[src/spq_pkg.sv]
// Package for the strict-priority three-queue scheduler.
// Holds the status and class codes, the command control struct and default sizes.
// No dependencies.
package spq_pkg;

  // Default sizes handed to the top-level parameters.
  localparam int QUEUE_DEPTH_DEF = 128;
  localparam int ID_WIDTH_DEF    = 16;

  // Depth of the command queue between the front and back parts.
  localparam int CMD_DEPTH = 4;

  // Fixed widths of the request and result fields.
  localparam int PORT_ID_W = 16;
  localparam int CLASS_W   = 2;
  localparam int STATUS_W  = 3;
  localparam int CLASS_COUNT = 3;

  // Result status codes.
  localparam logic [STATUS_W-1:0] ST_ENQUEUED = 3'd0;
  localparam logic [STATUS_W-1:0] ST_DROPPED  = 3'd1;
  localparam logic [STATUS_W-1:0] ST_DEQUEUED = 3'd2;
  localparam logic [STATUS_W-1:0] ST_NONE     = 3'd3;
  localparam logic [STATUS_W-1:0] ST_UNKNOWN  = 3'd4;

  // Class codes, highest priority first.
  localparam logic [CLASS_W-1:0] CLS_EMERGENCY = 2'd0;
  localparam logic [CLASS_W-1:0] CLS_PASSENGER = 2'd1;
  localparam logic [CLASS_W-1:0] CLS_CARGO     = 2'd2;
  localparam logic [CLASS_W-1:0] CLS_UNKNOWN   = 2'd3;

  // Operation codes.
  localparam logic OP_ENQUEUE = 1'b0;
  localparam logic OP_DEQUEUE = 1'b1;

  // Control part of a command passed from the front part to the back part.
  typedef struct packed {
    logic                wr;
    logic                rd;
    logic [STATUS_W-1:0] status;
    logic [CLASS_W-1:0]  cls;
  } ctl_t;

  localparam int CTL_W = $bits(ctl_t);

endpackage

[src/spq_front.sv]
// Front part of the scheduler: classifies each request and keeps the queue bookkeeping.
// Owns the head, tail and fill count of every class. Depends on spq_pkg.
module spq_front #(
  parameter int QUEUE_DEPTH = spq_pkg::QUEUE_DEPTH_DEF,
  parameter int ID_WIDTH    = spq_pkg::ID_WIDTH_DEF,
  localparam int AW = (QUEUE_DEPTH > 1) ? $clog2(QUEUE_DEPTH) : 1,
  localparam int CW = $clog2(QUEUE_DEPTH + 1)
) (
  input  logic                            clk,
  input  logic                            rst,
  input  logic                            accept,
  input  logic                            operation,
  input  logic [spq_pkg::CLASS_W-1:0]     item_class,
  input  logic [spq_pkg::PORT_ID_W-1:0]   item_id,
  output spq_pkg::ctl_t                   ctl,
  output logic [AW-1:0]                   addr,
  output logic [ID_WIDTH-1:0]             id
);

  logic [AW-1:0] head  [spq_pkg::CLASS_COUNT];
  logic [AW-1:0] tail  [spq_pkg::CLASS_COUNT];
  logic [CW-1:0] count [spq_pkg::CLASS_COUNT];

  logic [63:0]   id_ext;
  logic [CW-1:0] sel_count;
  logic [AW-1:0] sel_tail;
  logic          found;
  logic [spq_pkg::CLASS_W-1:0] deq_cls;
  logic [AW-1:0] deq_head;

  function automatic logic [AW-1:0] adv(input logic [AW-1:0] p);
    return (p == AW'(QUEUE_DEPTH - 1)) ? '0 : p + 1'b1;
  endfunction

  // The identifier is kept to ID_WIDTH bits.
  assign id_ext = 64'(item_id);
  assign id     = id_ext[ID_WIDTH-1:0];

  // Pick the tail and count of the request's class, and the highest-priority busy queue.
  always_comb begin
    sel_count = '0;
    sel_tail  = '0;
    found     = 1'b0;
    deq_cls   = spq_pkg::CLS_EMERGENCY;
    deq_head  = '0;
    for (int c = 0; c < spq_pkg::CLASS_COUNT; c++) begin
      if (item_class == spq_pkg::CLASS_W'(c)) begin
        sel_count = count[c];
        sel_tail  = tail[c];
      end
      if (!found && count[c] != '0) begin
        found    = 1'b1;
        deq_cls  = spq_pkg::CLASS_W'(c);
        deq_head = head[c];
      end
    end
  end

  // Build the command for the back part.
  always_comb begin
    ctl.wr     = 1'b0;
    ctl.rd     = 1'b0;
    ctl.status = spq_pkg::ST_NONE;
    ctl.cls    = spq_pkg::CLS_EMERGENCY;
    addr       = '0;
    if (operation == spq_pkg::OP_ENQUEUE) begin
      if (item_class == spq_pkg::CLS_UNKNOWN) begin
        ctl.status = spq_pkg::ST_UNKNOWN;
        ctl.cls    = spq_pkg::CLS_UNKNOWN;
      end else if (sel_count == CW'(QUEUE_DEPTH)) begin
        ctl.status = spq_pkg::ST_DROPPED;
        ctl.cls    = item_class;
      end else begin
        ctl.status = spq_pkg::ST_ENQUEUED;
        ctl.cls    = item_class;
        ctl.wr     = 1'b1;
        addr       = sel_tail;
      end
    end else if (found) begin
      ctl.status = spq_pkg::ST_DEQUEUED;
      ctl.cls    = deq_cls;
      ctl.rd     = 1'b1;
      addr       = deq_head;
    end
  end

  // Advance the pointers and counts of the touched class.
  always_ff @(posedge clk) begin
    if (rst) begin
      for (int c = 0; c < spq_pkg::CLASS_COUNT; c++) begin
        head[c]  <= '0;
        tail[c]  <= '0;
        count[c] <= '0;
      end
    end else if (accept) begin
      for (int c = 0; c < spq_pkg::CLASS_COUNT; c++) begin
        if (ctl.wr && ctl.cls == spq_pkg::CLASS_W'(c)) begin
          tail[c]  <= adv(tail[c]);
          count[c] <= count[c] + 1'b1;
        end
        if (ctl.rd && ctl.cls == spq_pkg::CLASS_W'(c)) begin
          head[c]  <= adv(head[c]);
          count[c] <= count[c] - 1'b1;
        end
      end
    end
  end

  // No queue ever holds more than its depth.
  a_count_bound: assert property (@(posedge clk) disable iff (rst)
    count[0] <= CW'(QUEUE_DEPTH) && count[1] <= CW'(QUEUE_DEPTH) &&
    count[2] <= CW'(QUEUE_DEPTH))
    else $error("queue fill count above depth");

  // An accepted dequeue that finds an emergency item leaves one fewer behind.
  a_deq_emergency: assert property (@(posedge clk) disable iff (rst)
    accept && ctl.rd && ctl.cls == spq_pkg::CLS_EMERGENCY |=>
    count[0] == $past(count[0]) - 1'b1)
    else $error("emergency count not decremented on dequeue");

endmodule

[config.mk]
export PLATFORM = sky130hd
export DESIGN_NAME = spq_front
export DESIGN_NICKNAME = d
export VERILOG_FILES = /design/src/spq_pkg.sv /design/src/spq_front.sv
export SDC_FILE = /design/constraint.sdc
export NUM_CORES = 1
export LEC_CHECK = 0
export BUFFER_PORTS_ARGS = -buffer_cell sky130_fd_sc_hd__buf_2
export CAP_MARGIN = 20
export CELL_PAD_IN_SITES_DETAIL_PLACEMENT = 1
export CELL_PAD_IN_SITES_GLOBAL_PLACEMENT = 1
export CORE_ASPECT_RATIO = 2
export CORE_MARGIN = 2
export CORE_UTILIZATION = 42
export DETAILED_ROUTE_END_ITERATION = 8
export GPL_ROUTABILITY_DRIVEN = 0
export PLACE_DENSITY = 0.81
export SLEW_MARGIN = 30
export SYNTH_ARGS = -nofsm -noshare
export SYNTH_HDL_FRONTEND = slang
export SYNTH_SLANG_ARGS = --single-unit
export TNS_END_PERCENT = 5
[constraint.sdc]
create_clock -name clk -period 3.3 [get_ports clk]
set_input_delay 0.165 -clock clk [delete_from_list [all_inputs] [get_ports clk]]
set_output_delay 0.165 -clock clk [all_outputs]
set_load 0.01 [all_outputs]
---- After elaboration in Yosys (flattened, before gate mapping) ----
Memory sizes are Yosys's and may differ from the RTL's.
Cells that the tools add are included.
cells by class
  $add $sub $neg .......................... 12
  equality and inequality tests ........... 12
  mux-type cells .......................... 70
  bitwise operators ....................... 12
  reduce and logical (&&, ||, !) cells .... 15
operator list
  kind                                                                    number
  7-bit 2-to-1 mux                                                        22
  8-bit 2-to-1 mux                                                        9
  7-bit by 1-bit adder with 7-bit output (second input constant)          6
  7-bit equality test (second input constant)                             6
  1-bit 2-to-1 mux                                                        34
  8-bit by 1-bit adder with 8-bit output (second input constant)          3
  8-bit nonzero test                                                      3
  8-bit by 1-bit subtractor with 8-bit output (second input constant)     3
  1-bit OR                                                                12
  5-bit 2-to-1 mux                                                        2
  8-bit equality test (second input constant)                             1
  1-bit logical AND                                                       8
  2-bit equality test (second input constant)                             3
  6-bit 2-to-1 mux                                                        1
  2-bit by 1-bit equality test with 1-bit output (second input constant)  2
  2-bit zero test                                                         2
  3-bit 2-to-1 mux                                                        1
  1-bit zero test                                                         2
  2-bit 2-to-1 mux                                                        1
storage, ports and cells
  register bits after elaboration ......... 0
  memory bits (writable) .................. 66
  output and inout port bits .............. 30
  word-level logic and storage cells ...... 124
  memories ................................ 3
memories
  memory  words  width  rd ports  clocked after memory_dff  write ports  RTL line         text
  count   3      8      3         0                         3            spq_front.sv:22  logic [CW-1:0] count [spq_pkg::CLASS_COUNT];
  head    3      7      3         0                         3            spq_front.sv:20  logic [AW-1:0] head [spq_pkg::CLASS_COUNT];
  tail    3      7      3         0                         3            spq_front.sv:21  logic [AW-1:0] tail [spq_pkg::CLASS_COUNT];

---- Longest topological paths before layout ----
An unclocked memory read counts as a cell.
  depth after elaboration ................. 19
  gate-level depth with buffers ........... 12
  gate-level depth less buffers ........... 11

---- Worst setup path before layout ----
No wires, ideal clock.
  path kind ............................... reg2reg
  start point ............................. memory count[0][5] (netlist bit)
  end point ............................... memory count[1][7] (netlist bit) (data pin)
  library setup time ...................... 0.254 ns
  arrival time ............................ 2.918 ns
  slack ................................... 0.128 ns
  cell stages (with the launch flop) ...... 11
  buffers on the path ..................... 0
  clock period less this slack ............ 3.172 ns
  cell sequence ........................... edfxtp_1 nor4_4 nand2_2 nor3_1 ha_1 a21o_1 a21oi_1 o21ai_0 o41ai_1 xnor2_1 nor2_1
RTL lines
  item             RTL line
  start, declared  spq_front.sv:22

==> results.md <==
* Arrival @ worst endpoint at 2.93 ns
* Global-route wire length before repair at 19300 µm
* Hold Violations, Final at 0
* CTS tree: done
* Final period utilization at 0.938
* Setup WS pre-CTS at 0.197 ns
* DR vias at 3550
* Ant diodes at 0
* Number of synthesized register bits at 66
* RSZ-0062 raised after global routing: no
* Tot Pwr at 2.46 mW
* Final net count at 524
* Final WL at 11800 µm
* PortBufs at 19
* Worst-path clk slew at 0.06 ns
* Fill count at 1204
* Starting Density at 0.432
* Total track usage at 0.213
* Final setup violation count at 0
* Hold Crit Class: input port to output port
* Vias in the first global route at 3850
* Final ANT Viol Nets at 0
* Fraction of layout cells with a size suffix above 1 at 0.132
* R2R setup slack at 0.27 ns
* Drt drc at 0
* CTS hold repair buffers at 0
* Core ar. at 10500 µm²
* Largest area contributor in the netlist: edfxtp_1
* Status: complete, no violations
* H-tree depth at 3
* Power Density at 489 nW/µm²
* Max Fclk at 323 MHz
* Worst-case clock buffer depth at 2
* Avg Cell Area, Syn at 9.68 µm²
* Clock root buffer: clkbuf_16
* Pin count of the biggest net entering global routing at 22
* Dpl cell area at 4660 µm²
* Crit. End Element: output port
* First-pass DRT Iterations at 4
* Total CTS buffers at 9
* VDD IR-drop max at 0.277 mV
* Sinks on the clock net at 66
* DIE HEIGHT at 151 µm
* CP Class: flip-flop to output port
* Slew Viols, Final at 0
* EDFF count, synth at 66
* Synth unique cells at 61
* PnR worst setup slack at 0.204 ns
* Initial DRC count at 215
* Synth top cells by count: nor2_1, edfxtp_1, a21oi_1, nand2_1, xnor2_1
* Initial antenna violation count at 0
* Yosys top cell area share at 0.435
* Mapped cell area at 4550 µm²
* CP max FO at 11
* Cell area after layout at 5030 µm²
* Synthesized instance count at 470
* Wirelength per Cell at 19.0 µm
* Die width at 77.6 µm
* Vias per inst at 5.71
* FP Rows at 53
* Full die area at 11700 µm²
* CP startpoint kind: flip-flop
* Setup TNS at 0 ns
* Area contributors post-synth: edfxtp_1, nor2_1, ha_1
* Ys async rst share at 0
* Grt total ovfl at 0
* Final min period at 3.10 ns
* Main flop type after synthesis: edfxtp_1
* Post-DP HPWL at 8830 µm
* Synth Warn # at 0
* Seq/Total Area, Yosys at 0.435
* Area growth from synthesis to layout at 10.5%
* Max_slew headroom at 0.543
* Clk_skew at 0.00802 ns
* Most frequent cell after synthesis: nor2_1
* Skew-Pair Late Insertion Delay at 0.34 ns
* Slew @ Worst Pin at 0.680 ns
* MaxCap Viol Count at 0
* Worst EP required at 3.13 ns
* Syn Nets at 514
* Io pins at 52
* P_leak at 1.91 nW
## flip-flops by register name (all words and copies together), names as in the netlist
| register | cells |
|---|---|
| count | 24 |
| head | 21 |
| tail | 21 |
## power by group
group	switching [mW]	total, mW	internal [mW]
clock	0.381	1.12	0.741
combinational	0.175	0.292	0.117
sequential	0.0650	1.05	0.983
total	0.622	2.46	1.84
## cell families after synthesis
logic type                 share of synthesized area
DFF                                            0.435
muxes                                         0.0154
buffers and inverters                         0.0715
AOI/OAI and AO/OA                              0.134
adders and majority gates                     0.0638
and+or+nand+nor                                0.205
xor gates and xnor gates                      0.0750
## layer usage
layer,up-vias,global-route usage,routed length (µm)
met5,-,0,0
met4,0,0.100,386
met3,32,0.0369,360
met2,64,0.408,6680
met1,1760,0.220,4410
li1,1694,-,-
## what timing repair did
action                                  CTS  global route
hold endpoints to repair                  0             0
endpoints found under the setup margin    0             7
gates resized for setup                   0             4
setup buffers                             0             2
## worst max-delay path, cell delays in order, from the launching register on
cell and delay, ns:
edfxtp_1 0.49, inv_1 0.16, ha_1 0.24, nor3b_1 0.36
nand3_2 0.28, or3_1 0.42, nand2_1 0.27, o31a_1 0.22
buf_2 0.14
## worst paths after layout
path / cells past startpoint / endpoint / from
worst max-delay path: 8 / ctl[2] / count[2][0]
worst min-delay path: 0 / id[0] / item_id[0]
worst max register to register: 11 / count[1][7] / count[1][2]
worst min register to register: 1 / tail[0][7] / tail[0][7]
## through the flow
step / util / std cells / hold slack [ns]
2_1_floorplan: - / 470 / 0.422
3_3_place_gp: 0.442 / 604 / 0.330
3_5_place_dp: 0.442 / 604 / 0.330
4_1_cts: 0.474 / 620 / 0.330
5_1_grt: 0.477 / 622 / 0.330
6_report: 0.477 / 622 / 0.330
## cell usage in the layout (no fill, tap or decap), types with 14 or more instances in the layout
cell	synthesis	final
nor3_1	15	15
nand2_1	29	29
nand3_1	23	22
xor2_1	14	14
xnor2_1	25	25
buf_2	2	19
nor2_1	87	87
edfxtp_1	66	66
inv_1	23	23
ha_1	20	20
a21oi_1	31	31
## final cells by class
class	instances	area (µm²)	area share
multi-input cells	348	2260	0.449
flip-flops and latches	66	1980	0.394
clock buffers	10	229	0.0455
repair buffers	30	178	0.0353
well taps	137	171	0.0341
clock inverters	6	115	0.0229
inverters	25	96.3	0.0191
Note: power is estimated with default switching activity, not from simulation.
