**config.mk**
```make
export PLATFORM = sky130hd
export DESIGN_NAME = spq_cmd_fifo
export DESIGN_NICKNAME = d
export VERILOG_FILES = /design/src/spq_pkg.sv /design/src/spq_cmd_fifo.sv
export SDC_FILE = /design/constraint.sdc
export NUM_CORES = 1
export LEC_CHECK = 0
export BUFFER_PORTS_ARGS = -buffer_cell sky130_fd_sc_hd__buf_2
export CORE_MARGIN = 2
export CORE_UTILIZATION = 60
export DETAILED_ROUTE_END_ITERATION = 7
export GPL_TIMING_DRIVEN = 1
export MAX_ROUTING_LAYER = met4
export PLACE_DENSITY = 0.82
export SLEW_MARGIN = 0
export SYNTH_ARGS = -nofsm -noshare
export SYNTH_HDL_FRONTEND = slang
export SYNTH_SLANG_ARGS = --single-unit
```
**constraint.sdc**
```tcl
create_clock -name clk -period 4.5 [get_ports clk]
set_input_delay 0.45 -clock clk [delete_from_list [all_inputs] [get_ports clk]]
set_output_delay 0.45 -clock clk [all_outputs]
set_load 0.1 [all_outputs]
```
**src/spq_pkg.sv**
```systemverilog
// Package for the strict-priority three-queue scheduler.
// Holds the status and class codes, the command control struct and default sizes.
// No dependencies.
package spq_pkg;

  // Default sizes handed to the top-level parameters.
  localparam int QUEUE_DEPTH_DEF = 128;
  localparam int ID_WIDTH_DEF    = 16;

  // Depth of the command queue between the front and back parts.
  localparam int CMD_DEPTH = 4;

  // Fixed widths of the request and result fields.
  localparam int PORT_ID_W = 16;
  localparam int CLASS_W   = 2;
  localparam int STATUS_W  = 3;
  localparam int CLASS_COUNT = 3;

  // Result status codes.
  localparam logic [STATUS_W-1:0] ST_ENQUEUED = 3'd0;
  localparam logic [STATUS_W-1:0] ST_DROPPED  = 3'd1;
  localparam logic [STATUS_W-1:0] ST_DEQUEUED = 3'd2;
  localparam logic [STATUS_W-1:0] ST_NONE     = 3'd3;
  localparam logic [STATUS_W-1:0] ST_UNKNOWN  = 3'd4;

  // Class codes, highest priority first.
  localparam logic [CLASS_W-1:0] CLS_EMERGENCY = 2'd0;
  localparam logic [CLASS_W-1:0] CLS_PASSENGER = 2'd1;
  localparam logic [CLASS_W-1:0] CLS_CARGO     = 2'd2;
  localparam logic [CLASS_W-1:0] CLS_UNKNOWN   = 2'd3;

  // Operation codes.
  localparam logic OP_ENQUEUE = 1'b0;
  localparam logic OP_DEQUEUE = 1'b1;

  // Control part of a command passed from the front part to the back part.
  typedef struct packed {
    logic                wr;
    logic                rd;
    logic [STATUS_W-1:0] status;
    logic [CLASS_W-1:0]  cls;
  } ctl_t;

  localparam int CTL_W = $bits(ctl_t);

endpackage

```
**src/spq_cmd_fifo.sv**
```systemverilog
// Short command queue between the front and back parts of the scheduler.
// Register-based circular buffer with a fill count. Depends on spq_pkg.
module spq_cmd_fifo #(
  parameter int WIDTH = 8,
  parameter int DEPTH = spq_pkg::CMD_DEPTH,
  localparam int PW = (DEPTH > 1) ? $clog2(DEPTH) : 1,
  localparam int CW = $clog2(DEPTH + 1)
) (
  input  logic             clk,
  input  logic             rst,
  input  logic             push,
  input  logic [WIDTH-1:0] din,
  output logic             full,
  input  logic             pop,
  output logic [WIDTH-1:0] dout,
  output logic             empty
);

  logic [WIDTH-1:0] entries [DEPTH];
  logic [PW-1:0]    wr_ptr;
  logic [PW-1:0]    rd_ptr;
  logic [CW-1:0]    count;
  logic             do_push;
  logic             do_pop;

  function automatic logic [PW-1:0] adv(input logic [PW-1:0] p);
    return (p == PW'(DEPTH - 1)) ? '0 : p + 1'b1;
  endfunction

  assign full    = (count == CW'(DEPTH));
  assign empty   = (count == '0);
  assign do_push = push && !full;
  assign do_pop  = pop && !empty;
  assign dout    = entries[rd_ptr];

  // Entry storage needs no reset.
  always_ff @(posedge clk) begin
    if (do_push) begin
      entries[wr_ptr] <= din;
    end
  end

  // Pointers and fill count.
  always_ff @(posedge clk) begin
    if (rst) begin
      wr_ptr <= '0;
      rd_ptr <= '0;
      count  <= '0;
    end else begin
      if (do_push) begin
        wr_ptr <= adv(wr_ptr);
      end
      if (do_pop) begin
        rd_ptr <= adv(rd_ptr);
      end
      if (do_push && !do_pop) begin
        count <= count + 1'b1;
      end else if (do_pop && !do_push) begin
        count <= count - 1'b1;
      end
    end
  end

  // The fill count stays within the depth.
  a_count_bound: assert property (@(posedge clk) disable iff (rst)
    count <= CW'(DEPTH))
    else $error("command queue count above depth");

  // A lone push raises the count by one.
  a_push_count: assert property (@(posedge clk) disable iff (rst)
    do_push && !do_pop |=> count == $past(count) + 1'b1)
    else $error("command queue count not raised on push");

endmodule

```
# Word level (Yosys, flattened, before mapping)
# Memory sizes are Yosys's and may differ from the RTL's. A register that Yosys moved wholly into a read port is not among the register bits.
# Cells that the tools add are included.
[word_totals]
memories = 1
input_bits = 12
mem_bits_rw = 32
regBits = 7
elab_cells = 29
output_inout_bits = 10
[mem_list]
columns = ["memory", "depth", "word_bits", "read_ports", "rd_ports_with_merged_regs", "wr", "line_no", "source"]
rows = [
  ["entries", 4, 8, 1, 1, 1, "spq_cmd_fifo.sv:19", "logic [WIDTH-1:0] entries [DEPTH];"],
]
[classes]
reduce_logical = 10
n_eq_ne = 3
n_addsub = 4
n_mux = 8
[ops]
columns = ["cell", "n"]
rows = [
  ["2-bit two-way mux", 4],
  ["3-bit two-way mux", 2],
  ["2-bit by 1-bit adder with 2-bit output, second input constant", 2],
  ["2-bit == test, second input constant", 2],
  ["1-bit logical AND", 4],
  ["1-bit zero test", 4],
  ["3-bit by 1-bit adder with 3-bit output, second input constant", 1],
  ["3-bit == test, second input constant", 1],
  ["3-bit zero test", 1],
  ["3-bit by 1-bit subtractor with 3-bit output, second input constant", 1],
  ["1-bit two-way mux", 2],
  ["2-bit nonzero test", 1],
]

# Logic depth before layout (Yosys ltp)
# Gate-level depths: netlist of the first run.
[logic_depth]
depth_word = 7
depth_mapped = 10
mapped_depth_nobuf = 9

# Worst setup path after synthesis of the first run
# No wires, ideal clock.
[synth_timing]
path_type = "register to output"
from = "register count[0]"
to = "output port empty"
stages_incl_launch_ff = 2
t_required_ns = 4.050
arrival_ns = 2.439
slack_ns = 1.611
path_buffers = 0
cell_sequence = "dfxtp_1 > nor3_1"
[synth_via]
elab_chain_len = 1
[synth_lines]
columns = ["element", "line_no", "source"]
rows = [
  ["start: declaration", "spq_cmd_fifo.sv:22", "logic [CW-1:0] count;"],
  ["start signal: assignment", "spq_cmd_fifo.sv:57", "count <= count + 1'b1;"],
  ["start signal: assignment", "spq_cmd_fifo.sv:59", "count <= count - 1'b1;"],
  ["3-bit zero test", "spq_cmd_fifo.sv:31", "assign empty = (count == '0);"],
  ["end: declaration", "spq_cmd_fifo.sv:16", "output logic empty"],
]
# Every way passes these cells.

# Worst setup path after layout of the first run
[layout_timing]
from = "register count[0]"
to = "register count[2]"
[layout_via]
elab_chain_len = 6
elab_cells_between_ends = 15
classes_between = "2 x add/sub; 1 x eq/ne; 2 x mux; 10 x reduce/logical"
[layout_lines]
columns = ["element", "line_no", "source"]
rows = [
  ["3-bit == test *", "spq_cmd_fifo.sv:30", "assign full = (count == CW'(DEPTH));"],
  ["1-bit zero test *", "spq_cmd_fifo.sv:32", "assign do_push = push && !full;"],
  ["1-bit logical AND *", "spq_cmd_fifo.sv:32", ""],
  ["named net do_push", "spq_cmd_fifo.sv:23", "logic do_push;"],
  ["1-bit zero test", "spq_cmd_fifo.sv:58", "end else if (do_pop && !do_push) begin"],
  ["1-bit logical AND", "spq_cmd_fifo.sv:58", ""],
  ["2-bit nonzero test (no line)", "--", ""],
]
# Mark *: on every way through the listed nets, which the timed path passes. The rest lies on a longest branch. The select of a mux whose other input is x is not followed.
# A chain may end at the register's enable or synchronous reset.

==> results of run 1 <==
## power breakdown
part	total [mW]	switching, mW	internal (mW)
clock	0.286	0.114	0.172
sequential	0.507	0.0453	0.461
combinational	0.495	0.373	0.122
total	1.29	0.533	0.756
## synth_stat cells
cell type                  number  area (sq um)
sky130_fd_sc_hd__nand3_1        2          10.0
sky130_fd_sc_hd__clkbuf_1       1          3.75
sky130_fd_sc_hd__o21ai_0        1          5.00
sky130_fd_sc_hd__nor2_2         1          6.26
sky130_fd_sc_hd__a21oi_1        3          15.0
sky130_fd_sc_hd__o31ai_2        2          25.0
sky130_fd_sc_hd__buf_6          1          11.3
sky130_fd_sc_hd__or3b_1         1          8.76
sky130_fd_sc_hd__or3_2          1          7.51
sky130_fd_sc_hd__xor2_1         2          17.5
sky130_fd_sc_hd__dfxtp_1        9           180
sky130_fd_sc_hd__inv_1          4          15.0
sky130_fd_sc_hd__clkinv_4       1          8.76
sky130_fd_sc_hd__nand2_1        1          3.75
sky130_fd_sc_hd__mux2i_1        2          20.0
sky130_fd_sc_hd__nor2_1         3          11.3
sky130_fd_sc_hd__and3_2         4          30.0
sky130_fd_sc_hd__nor3_1         2          10.0
sky130_fd_sc_hd__buf_2          1          5.00
sky130_fd_sc_hd__buf_1          1          3.75
sky130_fd_sc_hd__ha_1           6          75.1
sky130_fd_sc_hd__o21ai_1        1          5.00
sky130_fd_sc_hd__mux4_2         8           180
sky130_fd_sc_hd__fa_1           1          20.0
sky130_fd_sc_hd__edfxtp_1      32           961
sky130_fd_sc_hd__or3_1          1          6.26
## final cells by class
type                       instances  area (sq um)  area share [%]
multi-input combinational         42           457            24.5
tap                               30          37.5            2.01
clock buffer                       5          37.5            2.01
inverter                           5          23.8            1.27
timing repair buffer              21           105            5.63
sequential                        41          1140            61.1
clock inverter                     3          65.1            3.49
## final timing paths
| path | startpoint | endpoint | slack (ps) | depth (start not counted) |
|---|---|---|---|---|
| max | count[0]$_SDFFE_PP0P_ | count[2]$_SDFFE_PP0P_ | 2120 | 9 |
| min reg2reg | rd_ptr[0]$_SDFFE_PP0P_ | register | 510 | 2 |
| max reg2reg | count[0]$_SDFFE_PP0P_ | count[2]$_SDFFE_PP0P_ | 2120 | 9 |
| min | din[3] | entries[1][3]$_DFFE_PP_ | 310 | 1 |
## registers in the layout (all words and copies together) (netlist names), named ones only
signal   flops
count        3
entries     32
rd_ptr       2
wr_ptr       2
## per-layer routing
layer  part of all wire (%)  up-vias  routed length, microns  track usage [%]
met4                    2.7        0                      65             11.2
met5                      0        -                       0                -
met1                     42      414                    1000             20.1
li1                       -      403                       -                -
met3                    5.9        6                     140             6.45
met2                     49       24                    1180             27.6
## metrics by stage
stage	setup WS, ps	cell area, sq um	utilization (%)	instances
floorplan	1610	1650	-	92
global placement	2240	1760	69.3	139
detailed placement	2150	1760	69.3	139
CTS	2080	1870	73.4	147
global route	1970	1870	73.4	147
finish	2120	1870	73.4	147
## cell families after synthesis
kind of cell,after synthesis
flip-flops,41
buffers and inverters,9
AND/OR/NAND/NOR,16
AO/OA/AOI/OAI,7
XOR/XNOR,2
multiplexers,10
adder cells (fa/ha/maj),7
## worst max-delay path: stages, from the launching register on
cell                       delay [ps]
sky130_fd_sc_hd__dfxtp_1          460
sky130_fd_sc_hd__or3b_1           300
sky130_fd_sc_hd__clkinv_4          90
sky130_fd_sc_hd__nor2_2           120
sky130_fd_sc_hd__ha_1             200
sky130_fd_sc_hd__inv_1             60
sky130_fd_sc_hd__fa_1             380
sky130_fd_sc_hd__xor2_1           160
sky130_fd_sc_hd__or3_2            410
sky130_fd_sc_hd__a21oi_1          150
==> summary.txt, run 1 <==
========================================================================================
Result of the run                                                           complete, no violations
Number of remaining DRC errors                                                         0
Final setup violation count                                                            0
Effective utilization at floorplan                                                 64.7%
Number of synthesized register bits                                                   41
Endpoint arrival time on the critical path                                       2670 ps
Number of H-tree branching levels                                                      2
Avg WL per Cell                                                             16.3 microns
Clock period minus worst slack                                                   2380 ps
Post-layout nets                                                                     135
Highest ir drop seen on vdd                                                     0.668 mV
Tightest hold margin                                                              306 ps
Power per cell area                                                          690 nW/um^2
Total global-route track usage                                                     18.0%
Vias post-DR                                                                         847
Max-slew headroom at the worst pin                                                 64.9%
Share of the synthesized area in compound gates (AO/OA/AOI/OAI)                    3.04%
Cts hold-fix bufs                                                                      0
Mapped Cells                                                                          92
Number of antenna violations at the first check in global routing                      0
Starting DRT DRC Count                                                                19
Actual transition at the worst max-transition pin                                 526 ps
Mean instance size in the synthesized netlist                                 17.9 sq um
Clock transition at the registers of the reported paths                           120 ps
Biggest fanout along the worst timing path                                             7
Fraction of layout instances using a drive strength above 1                        39.3%
Xor and xnor area share after synthesis                                            1.06%
Post-DP HPWL                                                                1670 microns
Max-slew violation count                                                               0
Post-synthesis adder-cell area fraction                                            5.78%
Clock tree from TritonCTS                                                          built
Total power of the final layout                                                  1.29 mW
Synth-to-Final Area Change                                                         13.5%
Setup_tns                                                                           0 ps
Most common cell after layout, fill and taps aside                          sky130_fd_sc_hd__edfxtp_1
Data required time at the worst endpoint                                         4790 ps
Number of buffers created by CTS                                                       5
Static leakage                                                                  0.701 nW
Total inserted antenna cells                                                           0
Final Wtd Congestion                                                               0.802
Total core area                                                               2540 sq um
RSZ-0062 raised after global routing                                                  no
Final hold violations                                                                  0
Largest family of logic cells by synthesized area                           multiplexers
Post-detailed-route count of antenna-violating nets                                    0
Worst setup skew after layout                                                    9.15 ps
I/O pins                                                                              22
Cell chosen for the clock root                                              sky130_fd_sc_hd__clkbuf_4
Post-CTS repair timing setup buffer count                                              0
Net count after synthesis                                                            111
Post-synthesis mux area share                                                      12.2%
Die span in x                                                               56.4 microns
Crit path kind                                                              register to register
Wire length of the first global-routing pass                                3890 microns
Maximum clock rate                                                               420 MHz
Congestion Overflow GR                                                                 0
Post-synthesis instance area                                                  1650 sq um
Chip Height                                                                 56.4 microns
Number of port buffers                                                                21
Via count of the first global-routing pass                                           838
Sequential-to-total area share from yosys stat                                     69.4%
Synth warn                                                                             0
Detailed-route vias per instance                                                    5.76
Row count                                                                             18
Kind of path behind the tightest hold check                                 primary input to register
FILL cells                                                                           153
Total die area                                                                3180 sq um
# Max-Cap Violations                                                                   0
Max Root-Sink Buffers                                                                  2
Worst-skew pair later-pin latency                                                 350 ps
Critical Path End Type                                                          register
Portion of the clock cycle consumed by the worst path in the final layout          52.9%
CTS sink cnt                                                                          41
Highest-count cells in the layout ignoring fill and taps                    sky130_fd_sc_hd__edfxtp_1, sky130_fd_sc_hd__buf_2, sky130_fd_sc_hd__dfxtp_1
Post-synth cell types                                                                 26
Quantity of gates resized following cts                                                0
Maximum number of pins on one net before global-route repair                          14
First-pass detailed-route iteration total                                              4
Critical Path Start Type                                                        register
Post-synthesis share of cell area spent on and, or, nand and nor gates             5.70%
Post-Route WL                                                               2390 microns
========================================================================================
Note: power is estimated with default switching activity, not from simulation.
==> run 2: changes to the inputs <==
--- a/config.mk
+++ b/config.mk
@@ -7,11 +7,11 @@
 export LEC_CHECK = 0
 export BUFFER_PORTS_ARGS = -buffer_cell sky130_fd_sc_hd__buf_2
 export CORE_MARGIN = 2
-export CORE_UTILIZATION = 60
+export CORE_UTILIZATION = 55
 export DETAILED_ROUTE_END_ITERATION = 7
 export GPL_TIMING_DRIVEN = 1
 export MAX_ROUTING_LAYER = met4
-export PLACE_DENSITY = 0.82
+export PLACE_DENSITY = 0.76
 export SLEW_MARGIN = 0
 export SYNTH_ARGS = -nofsm -noshare
 export SYNTH_HDL_FRONTEND = slang
==> constraint.sdc (replaced) <==
create_clock -name clk -period 2.2 [get_ports clk]
set_input_delay 0.22 -clock clk [delete_from_list [all_inputs] [get_ports clk]]
set_output_delay 0.22 -clock clk [all_outputs]
set_load 0.1 [all_outputs]
==> run 2 against run 1 <==
Compared with the run above:
- the flow now finishes with violations (DRC)
- via count up 1.1%
- cell count rose by 3.4%
- critical path depth is the same
- largest cell class unchanged
- die area increased by 8.4%
- worst hold slack got worse by 210 ps
- combinational power grew 130%
- flip-flop and latch count stayed put
- fmax is 14% higher
- first-iteration DRC count up 16%
- critical endpoint unchanged
- utilization decreased by 5.6 points
==> summary.txt, run 2 (synthesis results as in run 1) <==
========================================================================================
Post-DP HPWL                                                                1750 microns   +4.8%
Static leakage                                                                  0.707 nW   +0.90%
Flip-flop count of the largest register after layout                                  32   unchanged
Wire length of the first global-routing pass                                3990 microns   +2.5%
Crit path kind                                                              register to register
Top cell family by delay on the critical path                               simple AND/OR/NAND/NOR gates
Maximum number of pins on one net before global-route repair                          13   -1
Critical-path cell with the highest stage delay                             sky130_fd_sc_hd__or3_2
Violations in the final reports                                                      DRC
Count of non-filler cells in the finished layout                                     152   +3.4%
Cell chosen for the clock root                                              sky130_fd_sc_hd__clkbuf_4
Detailed-route vias per instance                                                    5.63   -2.3%
Starting DRT DRC Count                                                                22   +3
Highest ir drop seen on vdd                                                     0.949 mV   +42%
Worst-skew pair later-pin latency                                                 330 ps   -20 ps
Total global-route track usage                                                     16.9%   -1.1 points
Number of H-tree branching levels                                                      2   unchanged
Portion of the clock cycle consumed by the worst path in the final layout          95.1%   +42 points
RSZ-0062 raised after global routing                                                  no
Placed cell count                                                                    144   +3.6%
Largest registers ranked by flip-flop count                                 entries x32, count x3
Clock transition at the registers of the reported paths                           110 ps   about the same
Post-Route WL                                                               2500 microns   +4.6%
Clock period minus worst slack                                                   2090 ps   -289 ps
Biggest fanout along the worst timing path                                             3   -4
First-pass detailed-route iteration total                                              8   +4
Maximum clock rate                                                               478 MHz   +14%
Final Wtd Congestion                                                               0.680   -15%
Power per cell area                                                         1310 nW/um^2   +90%
Number of remaining DRC errors                                                         1   +1
Actual transition at the worst max-transition pin                                 488 ps   -38.2 ps
Row count                                                                             19   +1
Synth-to-Final Area Change                                                         15.6%
Max-slew violation count                                                               0   unchanged
Number of port buffers                                                                21   unchanged
Result of the run                                                           finished with violations
Congestion Overflow GR                                                                 0   unchanged
Critical path buffers and inverters                                                    2   unchanged
Total core area                                                               2810 sq um   +10%
Worst setup skew after layout                                                    5.26 ps   -3.89 ps
Chip Height                                                                 58.7 microns   +4.1%
Post-CTS repair timing setup buffer count                                              0   unchanged
Final setup violation count                                                            0   unchanged
Die span in x                                                               58.7 microns   +4.1%
Effective utilization at floorplan                                                 58.7%   -6.0 points
Fraction of layout instances using a drive strength above 1                        46.3%   +7.0 points
Kind of path behind the tightest hold check                                 primary input to register
Cts hold-fix bufs                                                                      0   unchanged
Vias post-DR                                                                         856   +1.1%
Highest-count cells in the layout ignoring fill and taps                    sky130_fd_sc_hd__edfxtp_1, sky130_fd_sc_hd__buf_2, sky130_fd_sc_hd__mux4_2
Largest register by flop count                                                   entries
Total inserted antenna cells                                                           0   unchanged
Post-layout nets                                                                     139   +3.0%
Clock tree from TritonCTS                                                          built
Largest stage delay on the critical path                                          430 ps   -30 ps
Max Root-Sink Buffers                                                                  2   unchanged
Number of buffers created by CTS                                                       5   unchanged
CTS sink cnt                                                                          41   unchanged
Most common cell after layout, fill and taps aside                          sky130_fd_sc_hd__edfxtp_1
Post-detailed-route count of antenna-violating nets                                    0   unchanged
Avg WL per Cell                                                             16.4 microns   +1.2%
Critical Path Start Type                                                        register
I/O pins                                                                              22   unchanged
Tightest hold margin                                                             93.7 ps   -213 ps
Number of antenna violations at the first check in global routing                      0   unchanged
Final hold violations                                                                  0   unchanged
Endpoint arrival time on the critical path                                       2370 ps   -300 ps
Critical Path End Type                                                          register
Via count of the first global-routing pass                                           899   +7.3%
Max-slew headroom at the worst pin                                                 67.7%   +2.8 points
Critical Path, Cell by Cell                                                 or3b_4 > clkinv_8 > nor2_4 > ha_4 > inv_1 > fa_2 > xor2_1 > or3_2 > a21oi_2
# Max-Cap Violations                                                                   0   unchanged
Total die area                                                                3450 sq um   +8.4%
Data required time at the worst endpoint                                         2470 ps   -2320 ps
========================================================================================
[run 2: metrics by stage]
stage	utilization [%]	TNS [ps]	cell area (sq um)	setup WS [ps]	power (mW)
2_1_floorplan	-	0	1670	17.9	1.96
3_3_place_gp	65.0	0	1820	76.4	2.12
3_5_place_dp	65.0	-5.74	1820	-5.74	2.14
4_1_cts	66.9	0	1880	61.4	2.48
5_1_grt	67.8	0	1900	24.5	2.61
6_report	67.8	0	1900	108	2.49
[run 2: layout make-up]
type                            count  area (sq um)
Sequential cell                    41          1150
Fill cell                         210           903
Multi-Input combinational cell     42           497
Timing Repair Buffer               25           135
Clock buffer                        6          41.3
Tap cell                           31          38.8
Inverter                            5          31.3
Clock inverter                      2          10.0
[run 2: what timing repair did]
item,CTS,global route
endpoints found under the setup margin,1,1
hold endpoints to repair,0,0
pin swaps,0,1
gates resized for setup,1,4
gates cloned,0,0
[run 2: metal layers]
| metal | share of wire, % | vias to the layer above | track usage (%) |
|---|---|---|---|
| met1 | 41 | 424 | 18.8 |
| met3 | 4.3 | 4 | 4.18 |
| met4 | 0.92 | 0 | 9.74 |
| li1 | - | 408 | - |
| met5 | 0 | - | - |
| met2 | 54 | 20 | 27.8 |
[run 2: worst paths after layout]
check / start / slack, ps / to / depth (start not counted)
min reg2reg: rd_ptr[0]$_SDFFE_PP0P_ / 520 / rd_ptr[0]$_SDFFE_PP0P_ / 2
max: count[2]$_SDFFE_PP0P_ / 110 / count[2]$_SDFFE_PP0P_ / 9
max reg2reg: count[2]$_SDFFE_PP0P_ / 110 / count[2]$_SDFFE_PP0P_ / 9
min: din[2] / 90 / entries[3][2]$_DFFE_PP_ / 1
[run 2: power breakdown]
part | leakage [nW] | switching (mW) | total [mW] | internal, mW
Combinational | 0.307 | 0.809 | 1.12 | 0.310
Sequential | 0.368 | 0.0825 | 1.03 | 0.952
Clock | 0.0320 | 0.217 | 0.339 | 0.122
